==> config.mk <==
export PLATFORM = sky130hd
export DESIGN_NAME = terminal_key_decoder_core
export DESIGN_NICKNAME = d
export VERILOG_FILES = /design/src/sv/tkd_pkg.sv /design/src/sv/terminal_key_decoder_core.sv /design/src/sv/tkd_key_map.sv
export SDC_FILE = /design/constraint.sdc
export NUM_CORES = 1
export LEC_CHECK = 0
export ABC_AREA = 1
export ABC_CLOCK_PERIOD_IN_PS = 2700
export BUFFER_PORTS_ARGS = -buffer_cell sky130_fd_sc_hd__clkbuf_2
export CAP_MARGIN = 20
export CORE_ASPECT_RATIO = 0.9
export CORE_MARGIN = 2
export CORE_UTILIZATION = 54
export CTS_CLUSTER_SIZE = 40
export DETAILED_ROUTE_END_ITERATION = 8
export PLACE_DENSITY = 0.73
export RECOVER_POWER = 50
export SLEW_MARGIN = 20
export SYNTH_ARGS = -nofsm -noshare
export SYNTH_HDL_FRONTEND = slang
export SYNTH_SLANG_ARGS = --single-unit
==> constraint.sdc <==
create_clock -name i_clk -period 2.7 [get_ports i_clk]
set_input_delay 0.81 -clock i_clk [delete_from_list [all_inputs] [get_ports i_clk]]
set_output_delay 0.81 -clock i_clk [all_outputs]
set_load 0.02 [all_outputs]
==> src/sv/tkd_pkg.sv <==
// Shared constants and types for the terminal key decoder.
// No dependencies; imported by tkd_key_map and terminal_key_decoder_core.
package tkd_pkg;

    // Parameter bytes held per escape run is PARAM_BYTES-1
    localparam int PARAM_BYTES = 8;
    localparam int KEPT_W      = $clog2(PARAM_BYTES);

    localparam int CODE_W = 21;
    localparam int KEY_W  = 4;
    localparam int NUM_W  = 8;

    localparam logic [7:0] ESC_BYTE  = 8'h1B;
    localparam logic [7:0] CSI_INTRO = 8'h5B; // '['
    localparam logic [7:0] SS3_INTRO = 8'h4F; // 'O'
    localparam logic [7:0] FINAL_LO  = 8'h40; // '@'
    localparam logic [7:0] FINAL_HI  = 8'h7E; // '~'
    localparam logic [7:0] SEMICOLON = 8'h3B;
    localparam logic [7:0] DIGIT_0   = 8'h30;
    localparam logic [7:0] DIGIT_9   = 8'h39;

    // Final bytes that name a key
    localparam logic [7:0] FIN_UP    = 8'h41; // 'A'
    localparam logic [7:0] FIN_DOWN  = 8'h42; // 'B'
    localparam logic [7:0] FIN_RIGHT = 8'h43; // 'C'
    localparam logic [7:0] FIN_LEFT  = 8'h44; // 'D'
    localparam logic [7:0] FIN_HOME  = 8'h48; // 'H'

    // Leading numbers ahead of '~'
    localparam logic [NUM_W-1:0] VT_HOME     = 8'd1;
    localparam logic [NUM_W-1:0] VT_INSERT   = 8'd2;
    localparam logic [NUM_W-1:0] VT_DELETE   = 8'd3;
    localparam logic [NUM_W-1:0] VT_PGUP     = 8'd5;
    localparam logic [NUM_W-1:0] VT_PGDOWN   = 8'd6;
    localparam logic [NUM_W-1:0] VT_HOME_ALT = 8'd7;

    // Number after ';' (modifier plus one)
    localparam logic [NUM_W-1:0] MODNUM_CTRL       = 8'd5;
    localparam logic [NUM_W-1:0] MODNUM_CTRL_SHIFT = 8'd6;

    // Special key indexes
    localparam logic [KEY_W-1:0] SPK_UP         = 4'd0;
    localparam logic [KEY_W-1:0] SPK_DOWN       = 4'd1;
    localparam logic [KEY_W-1:0] SPK_LEFT       = 4'd2;
    localparam logic [KEY_W-1:0] SPK_RIGHT      = 4'd3;
    localparam logic [KEY_W-1:0] SPK_CS_UP      = 4'd4;
    localparam logic [KEY_W-1:0] SPK_CS_DOWN    = 4'd5;
    localparam logic [KEY_W-1:0] SPK_CS_LEFT    = 4'd6;
    localparam logic [KEY_W-1:0] SPK_CS_RIGHT   = 4'd7;
    localparam logic [KEY_W-1:0] SPK_CTRL_LEFT  = 4'd8;
    localparam logic [KEY_W-1:0] SPK_CTRL_RIGHT = 4'd9;
    localparam logic [KEY_W-1:0] SPK_DEL        = 4'd10;
    localparam logic [KEY_W-1:0] SPK_HOME       = 4'd11;
    localparam logic [KEY_W-1:0] SPK_PGUP       = 4'd12;
    localparam logic [KEY_W-1:0] SPK_PGDN       = 4'd13;

    // Parameter run summary handed to the key map
    typedef struct packed {
        logic [NUM_W-1:0] lead_num;
        logic             semi_seen;
        logic [NUM_W-1:0] mod_num;
    } t_csi_params;

    typedef struct packed {
        logic             hit;
        logic [KEY_W-1:0] idx;
    } t_key_res;

endpackage

==> src/sv/terminal_key_decoder_core.sv <==
// Terminal key decoder: UTF-8 assembly and CSI/SS3 escape decoding.
// A key appears on the master side in the cycle after the beat that completes it is accepted.
// The decoder takes 1 beat per cycle unless the output stalls; the decode state updates on each accepted beat.
// The output register takes a new beat whenever it is empty or being drained.
// Reset (synchronous, active low) returns the parser to idle and empties the output.
// Depends on tkd_pkg and tkd_key_map.
module terminal_key_decoder_core (
    input  logic                      i_clk,
    input  logic                      i_rst_n,
    input  logic                      s_axis_tvalid,
    output logic                      s_axis_tready,
    input  logic [7:0]                s_axis_tdata,  // [7:0] byte_req
    input  logic                      s_axis_tuser,  // [0] mode (1 = timeout)
    output logic                      m_axis_tvalid,
    input  logic                      m_axis_tready,
    output logic [23:0]               m_axis_tdata,  // [20:0] code, [23:21] zero
    output logic                      m_axis_tuser   // [0] is_special
);
    import tkd_pkg::*;

    typedef enum logic [1:0] {PH_IDLE, PH_UTF8, PH_ESC, PH_PARAMS} t_phase;

    t_phase              r_phase, n_phase;
    logic [7:0]          r_lead, n_lead;
    logic [1:0]          r_rem, n_rem;
    logic [CODE_W-1:0]   r_accum, n_accum;
    logic                r_bad, n_bad;
    logic [KEPT_W-1:0]   r_kept, n_kept;
    logic [NUM_W-1:0]    r_lead_num, n_lead_num;
    logic                r_lead_done, n_lead_done;
    logic                r_semi, n_semi;
    logic [NUM_W-1:0]    r_mod_num, n_mod_num;
    logic                r_mod_done, n_mod_done;

    logic                r_out_valid;
    logic                r_out_special, n_out_special;
    logic [CODE_W-1:0]   r_out_code, n_out_code;
    logic                n_emit;

    logic                accept;
    logic                timeout;
    logic [7:0]          b;
    logic                is_digit;
    t_csi_params         csi;
    t_key_res            key;

    function automatic logic [NUM_W-1:0] add_digit(input logic [NUM_W-1:0] v,
                                                   input logic [7:0] ch);
        logic [11:0] r;
        r = {1'b0, v, 3'b000} + {3'b000, v, 1'b0} + {8'h00, ch[3:0]};
        return (r > 12'd255) ? 8'd255 : r[7:0];
    endfunction

    assign s_axis_tready = !r_out_valid || m_axis_tready;
    assign accept        = s_axis_tvalid && s_axis_tready;
    assign timeout       = s_axis_tuser;
    assign b             = s_axis_tdata;
    assign is_digit      = (b >= DIGIT_0) && (b <= DIGIT_9);

    assign csi.lead_num  = r_lead_num;
    assign csi.semi_seen = r_semi;
    assign csi.mod_num   = r_mod_num;

    tkd_key_map u_key_map (
        .i_final  (b),
        .i_params (csi),
        .o_key    (key)
    );

    always_comb begin
        n_phase       = r_phase;
        n_lead        = r_lead;
        n_rem         = r_rem;
        n_accum       = r_accum;
        n_bad         = r_bad;
        n_kept        = r_kept;
        n_lead_num    = r_lead_num;
        n_lead_done   = r_lead_done;
        n_semi        = r_semi;
        n_mod_num     = r_mod_num;
        n_mod_done    = r_mod_done;
        n_emit        = 1'b0;
        n_out_special = 1'b0;
        n_out_code    = {{(CODE_W-8){1'b0}}, ESC_BYTE};
        case (r_phase)
            PH_UTF8: begin
                if (timeout) begin
                    n_phase    = PH_IDLE;
                    n_emit     = 1'b1;
                    n_out_code = {{(CODE_W-8){1'b0}}, r_lead};
                end else begin
                    n_bad   = r_bad || (b[7:6] != 2'b10);
                    n_accum = {r_accum[CODE_W-7:0], b[5:0]};
                    n_rem   = r_rem - 2'd1;
                    if (r_rem == 2'd1) begin
                        n_phase    = PH_IDLE;
                        n_emit     = 1'b1;
                        n_out_code = n_bad ? {{(CODE_W-8){1'b0}}, r_lead} : n_accum;
                    end
                end
            end
            PH_ESC: begin
                if (!timeout && (b == CSI_INTRO || b == SS3_INTRO)) begin
                    n_phase     = PH_PARAMS;
                    n_kept      = '0;
                    n_lead_num  = '0;
                    n_lead_done = 1'b0;
                    n_semi      = 1'b0;
                    n_mod_num   = '0;
                    n_mod_done  = 1'b0;
                end else begin
                    n_phase = PH_IDLE;
                    n_emit  = 1'b1;
                end
            end
            PH_PARAMS: begin
                if (timeout) begin
                    n_phase = PH_IDLE;
                    n_emit  = 1'b1;
                end else if (b >= FINAL_LO && b <= FINAL_HI) begin
                    n_phase = PH_IDLE;
                    n_emit  = 1'b1;
                    if (key.hit) begin
                        n_out_special = 1'b1;
                        n_out_code    = {{(CODE_W-KEY_W){1'b0}}, key.idx};
                    end
                end else if (r_kept < KEPT_W'(PARAM_BYTES - 1)) begin
                    // bytes past the kept limit are swallowed
                    n_kept = r_kept + KEPT_W'(1);
                    if (!r_lead_done) begin
                        if (is_digit) n_lead_num = add_digit(r_lead_num, b);
                        else          n_lead_done = 1'b1;
                    end
                    if (r_semi) begin
                        if (!r_mod_done) begin
                            if (is_digit) n_mod_num = add_digit(r_mod_num, b);
                            else          n_mod_done = 1'b1;
                        end
                    end else if (b == SEMICOLON) begin
                        n_semi = 1'b1;
                    end
                end
            end
            default: begin
                n_phase = PH_IDLE;
                if (!timeout) begin
                    if (b == ESC_BYTE) begin
                        n_phase = PH_ESC;
                    end else if (b[7:5] == 3'b110 || b[7:4] == 4'b1110
                                 || b[7:3] == 5'b11110) begin
                        n_lead  = b;
                        n_bad   = 1'b0;
                        n_phase = PH_UTF8;
                        if (b[7:5] == 3'b110) begin
                            n_rem   = 2'd1;
                            n_accum = {{(CODE_W-5){1'b0}}, b[4:0]};
                        end else if (b[7:4] == 4'b1110) begin
                            n_rem   = 2'd2;
                            n_accum = {{(CODE_W-4){1'b0}}, b[3:0]};
                        end else begin
                            n_rem   = 2'd3;
                            n_accum = {{(CODE_W-3){1'b0}}, b[2:0]};
                        end
                    end else begin
                        // ASCII and stray bytes go straight out
                        n_emit     = 1'b1;
                        n_out_code = {{(CODE_W-8){1'b0}}, b};
                    end
                end
            end
        endcase
    end

    always_ff @(posedge i_clk) begin
        if (!i_rst_n) begin
            r_phase     <= PH_IDLE;
            r_out_valid <= 1'b0;
        end else begin
            if (accept) begin
                r_phase     <= n_phase;
                r_out_valid <= n_emit;
            end else if (m_axis_tready) begin
                r_out_valid <= 1'b0;
            end
        end
        if (accept) begin
            r_lead      <= n_lead;
            r_rem       <= n_rem;
            r_accum     <= n_accum;
            r_bad       <= n_bad;
            r_kept      <= n_kept;
            r_lead_num  <= n_lead_num;
            r_lead_done <= n_lead_done;
            r_semi      <= n_semi;
            r_mod_num   <= n_mod_num;
            r_mod_done  <= n_mod_done;
            if (n_emit) begin
                r_out_special <= n_out_special;
                r_out_code    <= n_out_code;
            end
        end
    end

    assign m_axis_tvalid = r_out_valid;
    assign m_axis_tuser  = r_out_special;
    assign m_axis_tdata  = {{(24-CODE_W){1'b0}}, r_out_code};

    a_utf8_rem: assert property (@(posedge i_clk) disable iff (!i_rst_n)
        (r_phase == PH_UTF8) |-> (r_rem != 2'd0))
        else $error("UTF-8 collection with no continuation pending");

    a_kept_cap: assert property (@(posedge i_clk) disable iff (!i_rst_n)
        (r_phase == PH_PARAMS) |-> (r_kept <= KEPT_W'(PARAM_BYTES - 1)))
        else $error("parameter byte count beyond limit");

    a_special_range: assert property (@(posedge i_clk) disable iff (!i_rst_n)
        (r_out_valid && r_out_special) |-> (r_out_code <= CODE_W'(SPK_PGDN)))
        else $error("special key index out of range");

    a_ascii_pass: assert property (@(posedge i_clk) disable iff (!i_rst_n)
        (accept && r_phase == PH_IDLE && !s_axis_tuser && !s_axis_tdata[7]
         && s_axis_tdata != ESC_BYTE)
        |=> (r_out_valid && !r_out_special
             && r_out_code == {{(CODE_W-8){1'b0}}, $past(s_axis_tdata)}))
        else $error("ASCII beat not passed through");

endmodule

==> src/sv/tkd_key_map.sv <==
// Maps the final byte of a CSI/SS3 run plus its parsed numbers to a key index.
// Depends on tkd_pkg.
module tkd_key_map (
    input  logic [7:0]           i_final,
    input  tkd_pkg::t_csi_params i_params,
    output tkd_pkg::t_key_res    o_key
);
    import tkd_pkg::*;

    logic is_cs;
    logic is_ctrl;

    // modifier = number - 1: ctrl-shift is 6, ctrl is 5 after the ';'
    assign is_cs   = i_params.semi_seen && (i_params.mod_num == MODNUM_CTRL_SHIFT);
    assign is_ctrl = i_params.semi_seen && (i_params.mod_num == MODNUM_CTRL);

    always_comb begin
        o_key.hit = 1'b1;
        o_key.idx = SPK_UP;
        case (i_final)
            FIN_UP:    o_key.idx = is_cs ? SPK_CS_UP : SPK_UP;
            FIN_DOWN:  o_key.idx = is_cs ? SPK_CS_DOWN : SPK_DOWN;
            FIN_RIGHT: o_key.idx = is_cs ? SPK_CS_RIGHT
                                         : (is_ctrl ? SPK_CTRL_RIGHT : SPK_RIGHT);
            FIN_LEFT:  o_key.idx = is_cs ? SPK_CS_LEFT
                                         : (is_ctrl ? SPK_CTRL_LEFT : SPK_LEFT);
            FIN_HOME:  o_key.idx = SPK_HOME;
            FINAL_HI: begin
                case (i_params.lead_num)
                    VT_HOME:     o_key.idx = SPK_HOME;
                    VT_DELETE:   o_key.idx = SPK_DEL;
                    VT_PGUP:     o_key.idx = SPK_PGUP;
                    VT_PGDOWN:   o_key.idx = SPK_PGDN;
                    VT_HOME_ALT: o_key.idx = SPK_HOME;
                    default:     o_key.hit = 1'b0;
                endcase
            end
            default: o_key.hit = 1'b0;
        endcase
    end

endmodule

Word-level counts from Yosys, hierarchy flattened:

Index checks and enable logic that the tools add are counted.

* bits in registers: 73
* bits in latches: 0
* RAM bits: 0
* ROM bits: 0
* input port bits: 13
* output and inout bits: 27
* word-level logic and storage cells: 199
* memories: 0

* add/subtract/negate cells: 6
* $mul: 0
* div/mod/pow operators: 0
* $lt $le $gt $ge: 7
* eq/ne operators: 36
* shifts and indexed selects: 0
* muxes and demuxes: 100
* bitwise logic cells: 6
* reduce and logical (&&, ||, !) cells: 30

Operator list (number)
* $mux W8: 17
* $eq A8 B7 Y1 const B: 8
* $mux W21: 3
* $pmux W21 S3: 1
* $mux W15: 4
* $eq A8 B3 Y1 const B: 5
* $mux W1: 34
* $pmux W8 S2: 2
* $pmux W15 S2: 1
* $add A11 B9 Y12: 2
* $add A12 B4 Y12: 2
* $gt A12 B8 Y1 const B: 2
* $mux W2: 12
* $pmux W4 S6: 1
* $mux W4: 5
* $mux W5: 4
* $mux W3: 6
* $ne A2 B2 Y1 const B: 9
* $pmux W4 S4: 1
* $pmux W1 S2: 5
* $reduce_and A5 Y1: 2
* $reduce_or A5 Y1: 2
* $reduce_and A9 Y1: 1
* $eq A8 B1 Y1 const B: 1
* other kinds (33): 55

Logic depth before layout (Yosys ltp):

* word-level depth: 11
* gate-level depth with buffers: 13

By module:

From an unflattened synthesis, not the netlist that was laid out.

* cell total of the unflattened synthesis: 607
* area, all modules: 5001.0 µm²

By module, submodules not included
* terminal_key_decoder_core: times used 1, cells an instance 528, area an instance 4667.0 µm², seq. area each 2162.1 µm²
* tkd_key_map: times used 1, cells an instance 79, area an instance 334.1 µm², seq. area each 0.0 µm²

Worst setup path after synthesis:

Ideal clock, no wire load.

* path kind: input to register
* from: input port s_axis_tdata[3]
* to: register r_mod_num[0], data pin
* library setup time: 270 ps
* arrival: 2571 ps
* required time: 2430 ps
* slack: -141 ps
* stages: 11
* cells stage by stage: fa_1 -> inv_1 -> fa_1 -> inv_1 -> nand3_1 -> nand3_1 -> a21oi_1 -> nand2_1 -> nand3_1 -> nor2_2 -> a21oi_1

* cells in the longest elaborated chain, start to end: 10

Ends and longest elaborated chain
* from (decl): RTL line terminal_key_decoder_core.sv:12 `input logic [7:0] s_axis_tdata,`
* $add A12 B4 Y12: RTL line terminal_key_decoder_core.sv:50 `r = {1'b0, v, 3'b000} + {3'b000, v, 1'b0} + {8'h00, ch[3:0]};`
* $gt A12 B8 Y1: RTL line terminal_key_decoder_core.sv:51 `return (r > 12'd255) ? 8'd255 : r[7:0];`
* $mux W8: RTL line terminal_key_decoder_core.sv:51
* $mux W8: RTL line terminal_key_decoder_core.sv:136 `if (is_digit) n_mod_num = add_digit(r_mod_num, b);`
* $mux W8: RTL line terminal_key_decoder_core.sv:135 `if (!r_mod_done) begin`
* $mux W8: RTL line terminal_key_decoder_core.sv:134 `if (r_semi) begin`
* $mux W8: RTL line terminal_key_decoder_core.sv:127 `end else if (r_kept < KEPT_W'(PARAM_BYTES - 1)) begin`
* $mux W8: RTL line terminal_key_decoder_core.sv:120 `end else if (b >= FINAL_LO && b <= FINAL_HI) begin`
* $mux W8: RTL line terminal_key_decoder_core.sv:117 `if (timeout) begin`
* $pmux W8 S2: RTL line terminal_key_decoder_core.sv:85 `case (r_phase)`
* to (signal assigned): RTL line terminal_key_decoder_core.sv:195 `r_mod_num <= n_mod_num;`
* to (decl): RTL line terminal_key_decoder_core.sv:32 `logic [NUM_W-1:0] r_mod_num, n_mod_num;`

Every way passes these cells. The select of a mux whose other input is x is not followed.
A chain may end at the register's enable or synchronous reset.

Worst setup path in the final report:

* from: input port s_axis_tdata[3]
* to: register r_lead_num[2], data pin

* cells in the longest elaborated chain, start to end: 9

Ends and longest elaborated chain
* $add A12 B4 Y12: RTL line terminal_key_decoder_core.sv:50
* $gt A12 B8 Y1: RTL line terminal_key_decoder_core.sv:51
* $mux W8: RTL line terminal_key_decoder_core.sv:51
* $mux W8: RTL line terminal_key_decoder_core.sv:131 `if (is_digit) n_lead_num = add_digit(r_lead_num, b);`
* $mux W8: RTL line terminal_key_decoder_core.sv:130 `if (!r_lead_done) begin`
* $mux W8: RTL line terminal_key_decoder_core.sv:127
* $mux W8: RTL line terminal_key_decoder_core.sv:120
* $mux W8: RTL line terminal_key_decoder_core.sv:117
* $pmux W8 S2: RTL line terminal_key_decoder_core.sv:85
* to (signal assigned): RTL line terminal_key_decoder_core.sv:192 `r_lead_num <= n_lead_num;`
* to (decl): RTL line terminal_key_decoder_core.sv:29 `logic [NUM_W-1:0] r_lead_num, n_lead_num;`

Every way passes these cells. The select of a mux whose other input is x is not followed.

==> impl_results.md <==
* Sink Count at 73
* Fill cells at 681
* CTS clk-pin slew, worst paths at 0.08 ns
* Arrival time worst endpoint at 2.72 ns
* Port bufs at 36
* CP endpoint kind: flop
* Iter 0 DRT Violations at 176
* Ys Warns at 0
* Die Width at 99.6 um
* Most frequent cells after synthesis: 95 x nand2_1, 70 x edfxtp_1, 70 x inv_1, 58 x nor2_1, 40 x a21oi_1
* Remaining global-route overflow at 0
* Critical path type: input port to flop
* CTS Buffer Depth at 2
* Worst-Margin Slew at 0.529 ns
* Flop and latch count out of synthesis at 73
* Cell area after synthesis at 4440 um2
* PnR worst setup slack at 0.0857 ns
* Remaining DRCs at 0
* Cells on worst reg2reg path at 11
* Power Density at 523 nW/um2
* Fmax at 383 MHz
* Starting Density at 55.3%
* Vias at 3,447
* Initial antenna violation count at 0
* Post-route ant nets at 0
* Routability cong. at 0.886
* Status: finished clean
* Total core area at 8030 um2
* Area grow syn2layout at 14.5%
* DR vias/cell at 5.21
* Max cap viols at 0
* Synth top area share at 47.3%
* Largest net degree at the start of global routing at 23
* Root buffer cell: clkbuf_8
* R2r setup slk at 0.19 ns
* Worst setup SP type: input port
* Post-CTS Setup Inserts at 0
* Worst-Skew Late Latency at 0.35 ns
* Drt total wl at 9090 um
* Worst hold stages at 2
* Row Count at 31
* WL/cell at 13.7 um
* Synth Area per Inst at 8.92 um2
* Hold Path Class: flop to flop
* Yosys top cell by area: edfxtp_1
* Share of flip-flops with an asynchronous set or reset at 0%
* Area contributors post-synth: edfxtp_1 47%, ha_1 9.0%, nand2_1 8.0%
* Tcrit/Tclk final at 96.8%
* Leakage at 2.29 nW
* First-pass GRT wire length at 15,300 um
* TritonCTS buffer count at 9
* Final min period at 2.61 ns
* H-tree levels at 3
* Crit Path Max Fanout at 8
* VDD IR max at 0.303 mV
* Die height at 90.0 um
* Final-report hold violation count at 0
* Final core utilization at 63.3%
* Post-synth cell types at 35
* Top_reg_cell synth: edfxtp_1
* Gate Count Post-Synth at 498
* Finish-stage setup viols at 0
* Min Hold Slack at 0.516 ns
* CTS tree: yes
* Vias in the first global route at 3,400
* Most common cell in the synthesized netlist: nand2_1
* Post-CTS Resized at 0
* Clk_skew at 0.0110 ns
* Normalized max-slew margin at 64.7%
* Dpl ws at -0.274 ns
* RSZ-0062 raised after global routing: no
* N_diodes at 0
* Post-CTS Hold Buffers at 0
* Die area at 8970 um2
* HPWL Detailed at 6940 um
* Pre-Repair DR Iteration Count at 5
* Fraction of layout cells with a size suffix above 1 at 12.6%
* Tot GR Track Use at 21.6%
* Part of the Yosys area used for sequential elements at 48.7%
* Layout net count at 606
* Max Slew Vio Count at 0
* I/O pins at 40
* Post-synth EDFFs at 70
* Required time of the worst setup path at 2.80 ns
final cells by class:
type	instances	area (um2)	share of cell area, %
sequential	73	2160	42.5
multi-input combinational	337	1970	38.7
inverter	82	308	6.05
timing repair buffer	54	274	5.39
clock buffer	9	124	2.44
clock inverter	7	124	2.44
tap	99	124	2.44
sequential cells by signal, summed over array words and instances, names as in the netlist:
| signal | cells |
|---|---|
| r_bad | 1 |
| m_axis_tuser | 1 |
| r_semi | 1 |
| r_accum | 15 |
| r_lead_done | 1 |
| r_mod_num | 8 |
| r_phase | 2 |
| r_kept | 3 |
| r_lead | 8 |
| r_lead_num | 8 |
| m_axis_tvalid | 1 |
| r_mod_done | 1 |
| r_out_code | 21 |
| r_rem | 2 |
path summary, 6_finish.rpt:
kind | from | end
setup / recovery | s_axis_tdata[3] | r_lead_num[2]$_SDFFCE_PN0P_
hold reg to reg | m_axis_tvalid$_SDFFE_PN0P_ | m_axis_tvalid$_SDFFE_PN0P_
setup reg to reg | r_lead_num[0]$_SDFFCE_PN0P_ | r_lead_num[2]$_SDFFCE_PN0P_
hold / removal | m_axis_tvalid$_SDFFE_PN0P_ | m_axis_tvalid$_SDFFE_PN0P_
metal layers:
layer  vias to the layer above  wire [um]  global-route usage [%]
li1                       1772          -                       -
met1                      1613       4150                    26.8
met2                        54       4580                    37.2
met3                         8        252                    3.89
met4                         0        106                    8.68
met5                         -          0                       0
critical path, stage by stage:
cell      delay (ns)
clkbuf_2        0.14
fa_1            0.57
inv_1           0.06
fa_2            0.34
inv_1           0.06
nand3_1         0.10
nand3_2         0.10
a21oi_1         0.07
nand2_1         0.07
nand3_2         0.09
nor2_4          0.21
a21oi_1         0.09
where the power goes:
part / total [mW] / leakage (nW) / switching [mW] / internal [mW]
logic: 0.311 / 1.49 / 0.208 / 0.103
registers: 1.29 / 0.681 / 0.0145 / 1.27
clock network: 1.06 / 0.121 / 0.438 / 0.623
kinds of logic after synthesis:
| group | after synthesis | synth area share [%] |
|---|---|---|
| XOR/XNOR | 9 | 1.77 |
| AO/OA/AOI/OAI | 66 | 8.06 |
| AND/OR/NAND/NOR | 223 | 22.7 |
| buffers and inverters | 90 | 7.86 |
| flip-flops | 73 | 48.7 |
| adder cells (fa/ha/maj) | 36 | 10.8 |
| other | 1 | 0.0844 |
stage by stage:
step | area, um2 | total power, mW | instances | TNS [ns]
2_1_floorplan | 4490 | 1.52 | 500 | 0
6_report | 5090 | 2.66 | 661 | 0
3_3_place_gp | 4900 | 1.62 | 645 | -3.01
5_1_grt | 5090 | 2.77 | 661 | 0
4_1_cts | 5150 | 2.69 | 661 | 0
3_5_place_dp | 4900 | 1.63 | 645 | -3.89
placed cells by master, fill, tap and decap left out, types with 3 or more instances in the layout:
master / n
inv_1: 73
nand2_2: 4
o211ai_1: 4
a21oi_1: 40
nand2_1: 95
nor3_1: 11
xnor2_1: 7
nor2_2: 6
inv_2: 8
dfxtp_1: 3
nand3_2: 8
clkbuf_1: 33
a31oi_1: 3
bufinv_16: 3
nor3b_1: 6
clkbuf_2: 8
clkbuf_8: 9
o21ai_0: 9
nand3_1: 24
inv_6: 3
buf_4: 12
nand4_1: 4
edfxtp_1: 70
conb_1: 3
nor2_1: 59
o21ai_1: 4
ha_1: 32
nor2_4: 3
No activity file was read; power rests on OpenSTA's default activity.
